### config.mk
export PLATFORM = sky130hd
export DESIGN_NAME = pcmmix_div
export DESIGN_NICKNAME = d
export VERILOG_FILES = /design/src/rtl/core/pcmmix_pkg.sv /design/src/rtl/core/pcmmix_div.sv
export SDC_FILE = /design/constraint.sdc
export NUM_CORES = 1
export LEC_CHECK = 0
export ABC_AREA = 1
export ABC_CLOCK_PERIOD_IN_PS = 2100
export CORE_ASPECT_RATIO = 0.75
export CORE_MARGIN = 1
export CORE_UTILIZATION = 65
export CTS_BUF_LIST = sky130_fd_sc_hd__clkbuf_4 sky130_fd_sc_hd__clkbuf_8
export DETAILED_ROUTE_END_ITERATION = 8
export DONT_BUFFER_PORTS = 1
export PLACE_DENSITY = 0.81
export SLEW_MARGIN = 30
export SYNTH_ARGS = -nofsm -noshare
export SYNTH_HDL_FRONTEND = slang
export SYNTH_SLANG_ARGS = --single-unit
### constraint.sdc
create_clock -name clk_i -period 2.1 [get_ports clk_i]
set_clock_uncertainty 0.05 [all_clocks]
set_input_delay 0.105 -clock clk_i [delete_from_list [all_inputs] [get_ports clk_i]]
set_output_delay 0.105 -clock clk_i [all_outputs]
set_load 0.02 [all_outputs]
### src/rtl/core/pcmmix_pkg.sv
// Package: constants, types and helpers for the PCM mixer.
package pcmmix_pkg;
  localparam int unsigned CHANNEL_COUNT_DEF = 32;
  localparam int unsigned SAMPLE_DEPTH_DEF  = 65536;
  localparam logic [16:0] RATE_MIN = 17'd1000;
  localparam logic [16:0] RATE_MAX = 17'd96000;
  localparam logic [23:0] STEP_MAX = 24'hFFFFFF;

  typedef enum logic [2:0] {
    OP_MIX   = 3'd0,
    OP_START = 3'd1,
    OP_STOP  = 3'd2,
    OP_VOL   = 3'd3,
    OP_LOAD  = 3'd4
  } op_e;

  localparam logic REG_HOST_RATE = 1'b0;
  localparam logic REG_MIXER_EN  = 1'b1;

  // divider request / response
  typedef struct packed {
    logic        start;
    logic [16:0] rate;
    logic [17:0] divisor;
  } div_req_t;

  typedef struct packed {
    logic        done;
    logic [23:0] step;
  } div_rsp_t;

  function automatic logic signed [16:0] sat16(input logic signed [17:0] v);
    if (v > 18'sd32767) return 17'sd32767;
    else if (v < -18'sd32768) return -17'sd32768;
    else return v[16:0];
  endfunction
endpackage

### src/rtl/core/pcmmix_div.sv
// Restoring divider: (rate << 16) / divisor, one quotient bit per cycle, saturated to 24 bits.
module pcmmix_div
  import pcmmix_pkg::*;
(
  input  logic     clk_i,
  input  logic     rst_ni,
  input  div_req_t req_i,
  output div_rsp_t rsp_o
);
  localparam int unsigned NB = 33;

  logic [32:0] num_q, num_d;
  logic [18:0] rem_q, rem_d;
  logic [17:0] dvs_q, dvs_d;
  logic [5:0]  cnt_q, cnt_d;
  logic        busy_q, busy_d;
  logic        done_q, done_d;
  logic [18:0] trial;
  logic [19:0] diff;

  always_comb begin
    num_d  = num_q;
    rem_d  = rem_q;
    dvs_d  = dvs_q;
    cnt_d  = cnt_q;
    busy_d = busy_q;
    done_d = 1'b0;
    trial  = {rem_q[17:0], num_q[32]};
    diff   = {1'b0, trial} - {2'b00, dvs_q};
    if (req_i.start) begin
      num_d  = {req_i.rate, 16'd0};
      rem_d  = '0;
      dvs_d  = req_i.divisor;
      cnt_d  = 6'(NB);
      busy_d = (req_i.divisor != '0);
      done_d = (req_i.divisor == '0);
      if (req_i.divisor == '0) num_d = '1;
    end else if (busy_q) begin
      if (!diff[19]) begin
        rem_d = diff[18:0];
        num_d = {num_q[31:0], 1'b1};
      end else begin
        rem_d = trial;
        num_d = {num_q[31:0], 1'b0};
      end
      cnt_d = cnt_q - 6'd1;
      if (cnt_q == 6'd1) begin
        busy_d = 1'b0;
        done_d = 1'b1;
      end
    end
  end

  always_ff @(posedge clk_i or negedge rst_ni) begin
    if (!rst_ni) begin
      busy_q <= 1'b0;
      done_q <= 1'b0;
      cnt_q  <= '0;
    end else begin
      busy_q <= busy_d;
      done_q <= done_d;
      cnt_q  <= cnt_d;
    end
  end

  always_ff @(posedge clk_i) begin
    num_q <= num_d;
    rem_q <= rem_d;
    dvs_q <= dvs_d;
  end

  assign rsp_o.done = done_q;
  assign rsp_o.step = (num_q[32:24] != '0) ? STEP_MAX : num_q[23:0];
endmodule

==> impl_metrics.py <==
metrics = {
    "synth": {
        "yosysMostFrequentCell": "nand2_1",
        "synth.cell_area_um2": 4644,
        "yosys_warnings": 0,
        "synthCells": 600,
        "synth_top_area_share_pct": 32.97,
        "async_reset_ff_share_pct": 10.39,
        "syn_nets": 659,
        "synth_cell_types": 37,
        "synth_area_leader_cell": "edfxtp_1",
        "syn_avg_cell_area_um2": 7.741,
        "synth_common_cells": "nand2_1 (167), inv_1 (110), edfxtp_1 (51)",
        "yosys_most_used_dff": "edfxtp_1",
        "synth-seq-cells": 77,
        "synth_edf_count": 51,
        "netlist_top_cells_area": "edfxtp_1 (33%), nand2_1 (13%), inv_1 (8.9%), dfxtp_1 (7.8%), ha_1 (5.4%)",
        "ys_seq_area_share_pct": 45.04,
    },
    "place": {
        "dpl_worst_slack_ps": 68.06,
        "placedCellCount": 726,
        "dp_hpwl_um": 7901,
        "io_buffers": 0,
        "place_area_um2": 5025,
        "gp_congestion": 0.9790,
    },
    "routing": {
        "wl_um": 14420,
        "drtIter0Drc": 666,
        "avgViaCountPerCell": 6.011,
        "drc_errors": 0,
        "vias": 4713,
        "wl_per_cell_um": 18.40,
        "first_pass_iters": 6,
        "ant_nets": 0,
    },
    "cells_and_area": {
        "multi_input_area_um2": 2135,
        "antenna_cells": 0,
        "final_cells": 784,
        "final_util_pct": 84.47,
        "design_area_um2": 5798,
        "syn2layout_area_growth_pct": 24.84,
        "fill_cells": 342,
        "nNetsFinal": 740,
        "drive_gt1_share_pct": 16.33,
        "regArea_um2": 2092,
    },
    "grt": {
        "grt_busiest_layer": "met2",
        "met2_usage_pct": 56.79,
        "grt_pass1_vias": 4146,
        "antenna_found_initial": 0,
        "grt_pass1_wl_um": 19910,
        "grt_max_degree": 30,
        "grt_overflow": 0,
        "met1_usage_pct": 48.31,
        "use_met3_pct": 8.357,
        "grt_use_total_pct": 35.70,
    },
    "sta": {
        "fmax_mhz": 477.4,
        "worst_pin_slew_ps": 933.5,
        "min_period_ps": 2095,
        "hold_viol": 0,
        "setup_viol": 0,
        "slew_headroom_pct": 37.70,
        "report.final.slew_viol_count": 0,
        "fin_tns_setup_ps": 0,
        "fin_crit_sh_pct": 99.74,
        "fin_ws_ps": 5.370,
        "holdWs_ps": 32.90,
    },
    "power": {
        "p_sw_mw": 2.277,
        "power_frac_comb_pct": 41.3,
        "powerDensity_nw_per_um2": 988.8,
        "p_sw_share_pct": 39.71,
        "p_leak_nw": 2.732,
        "power.internal_mw": 3.456,
        "p_total_mw": 5.733,
        "ir_drop_uv": 710.1,
        "clockPowerShare_pct": 23.1,
        "sequentialPowerShare_pct": 35.6,
    },
    "clock_tree": {
        "cts_sinks": 77,
        "clock_latency_ps": 380,
        "cts_made_buffers": 9,
        "clk_pin_slew_ps": 90,
        "cts_buffer_depth": 2,
        "cts_tree": "yes",
        "ctsHtreeMaxLevel": 3,
        "root_buffer": "clkbuf_8",
    },
    "die": {
        "num_rows": 26,
        "fp.dieH_um": 75.21,
        "initial_utilization_pct": 67.66,
        "fp.dieW_um": 99.61,
        "core-area_um2": 6864,
        "io_pins": 63,
        "die_area_um2": 7491,
    },
    "setup_path": {
        "critPathCaptureType": "output port",
        "arrival_ps": 1940,
        "startpoint_type": "register",
        "cp_data_required_time_ps": 1950,
        "crit_path_max_fanout": 24,
        "reg2reg_slack_ps": 30,
        "r2r_cells": 12,
        "r2r-end": "rem_q[7]",
        "r2r-start": "dvs_q[14]",
        "criticalPathCategory": "reg2out",
    },
    "status": {
        "outcome": "completed",
    },
    "job": {
        "max-cap-violations": 0,
    },
    "hold_path": {
        "hp-class": "in2async",
    },
}
routing by layer:
| metal | up-vias | share of wire [%] |
|---|---|---|
| met4 | 0 | 4.9 |
| met2 | 404 | 45 |
| met3 | 102 | 13 |
| met1 | 2119 | 37 |
| met5 | - | 0 |
| li1 | 2088 | - |
logic make-up (layout without fill, tap and decap cells):
group                      after synthesis  after routing  synth area share, %
AOI/OAI and AO/OA                       63             63                7.732
xor gates and xnor gates                 7              7                1.320
adders and majority gates               21             21                5.819
buffers and inverters                  136            222                11.53
DFF                                     77             77                45.04
and+or+nand+nor                        296            296                28.56
how the worst max path moves through the flow:
stage                         start        end  cells after the start  slack (ps)
after floorplan           num_q[32]  rem_q[16]                     14         170
after global placement    num_q[32]  rem_q[16]                     14         110
after detailed placement  num_q[32]  rem_q[14]                     14          70
after CTS                 num_q[32]   rem_q[6]                     12          10
after global routing      num_q[32]  rsp_o[16]                      7         -70
final                     num_q[32]  rsp_o[16]                      7           5
sequential cells by signal, indices dropped and copies added, names as in the netlist:
signal,count
num_q,33
dvs_q,18
rem_q,18
cnt_q,6
busy_q,1
done_q,1
power groups by stage:
stage / clock (mW) / combinational (mW) / sequential, mW
final: 1.32 / 2.37 / 2.04
after global routing: 1.37 / 2.56 / 2.05
after CTS: 1.32 / 2.06 / 1.99
after detailed placement: 0 / 1.96 / 2.02
after global placement: 0 / 1.91 / 2.02
after floorplan: 0 / 1.50 / 1.98
cell type report:
type / count / share of cell area [%]
clock buffer: 9 / 2.136
clock inverter: 7 / 1.813
inverter: 120 / 7.769
multi-input combinational: 387 / 36.81
sequential: 77 / 36.08
tap: 98 / 2.115
timing repair buffer: 86 / 13.27
placed cells by master (no fill, tap or decap), types with 18 or more instances in the layout:
| cell | n |
|---|---|
| nor2_1 | 48 |
| dlygate4sd3_1 | 38 |
| edfxtp_1 | 51 |
| nand2_1 | 165 |
| a21oi_1 | 36 |
| dfxtp_1 | 18 |
| buf_4 | 45 |
| nand4_1 | 20 |
| inv_1 | 110 |
| nand3_1 | 31 |
repair_timing:
action,in CTS,in global routing
setup endpoints to repair,0,17
buffers inserted,0,3
hold buffers,39,0
resized for setup,0,21
endpoints found under the hold margin,67,0
worst max-delay path, cell delays in order, from the launching register on:
cell and delay [ps]:
edfxtp_1 390, buf_4 150, nor3_1 170, nand4_1 140
nor3_2 210, buf_6 230, nand2_1 100, buf_4 170
Note: power is estimated with default switching activity, not from simulation.
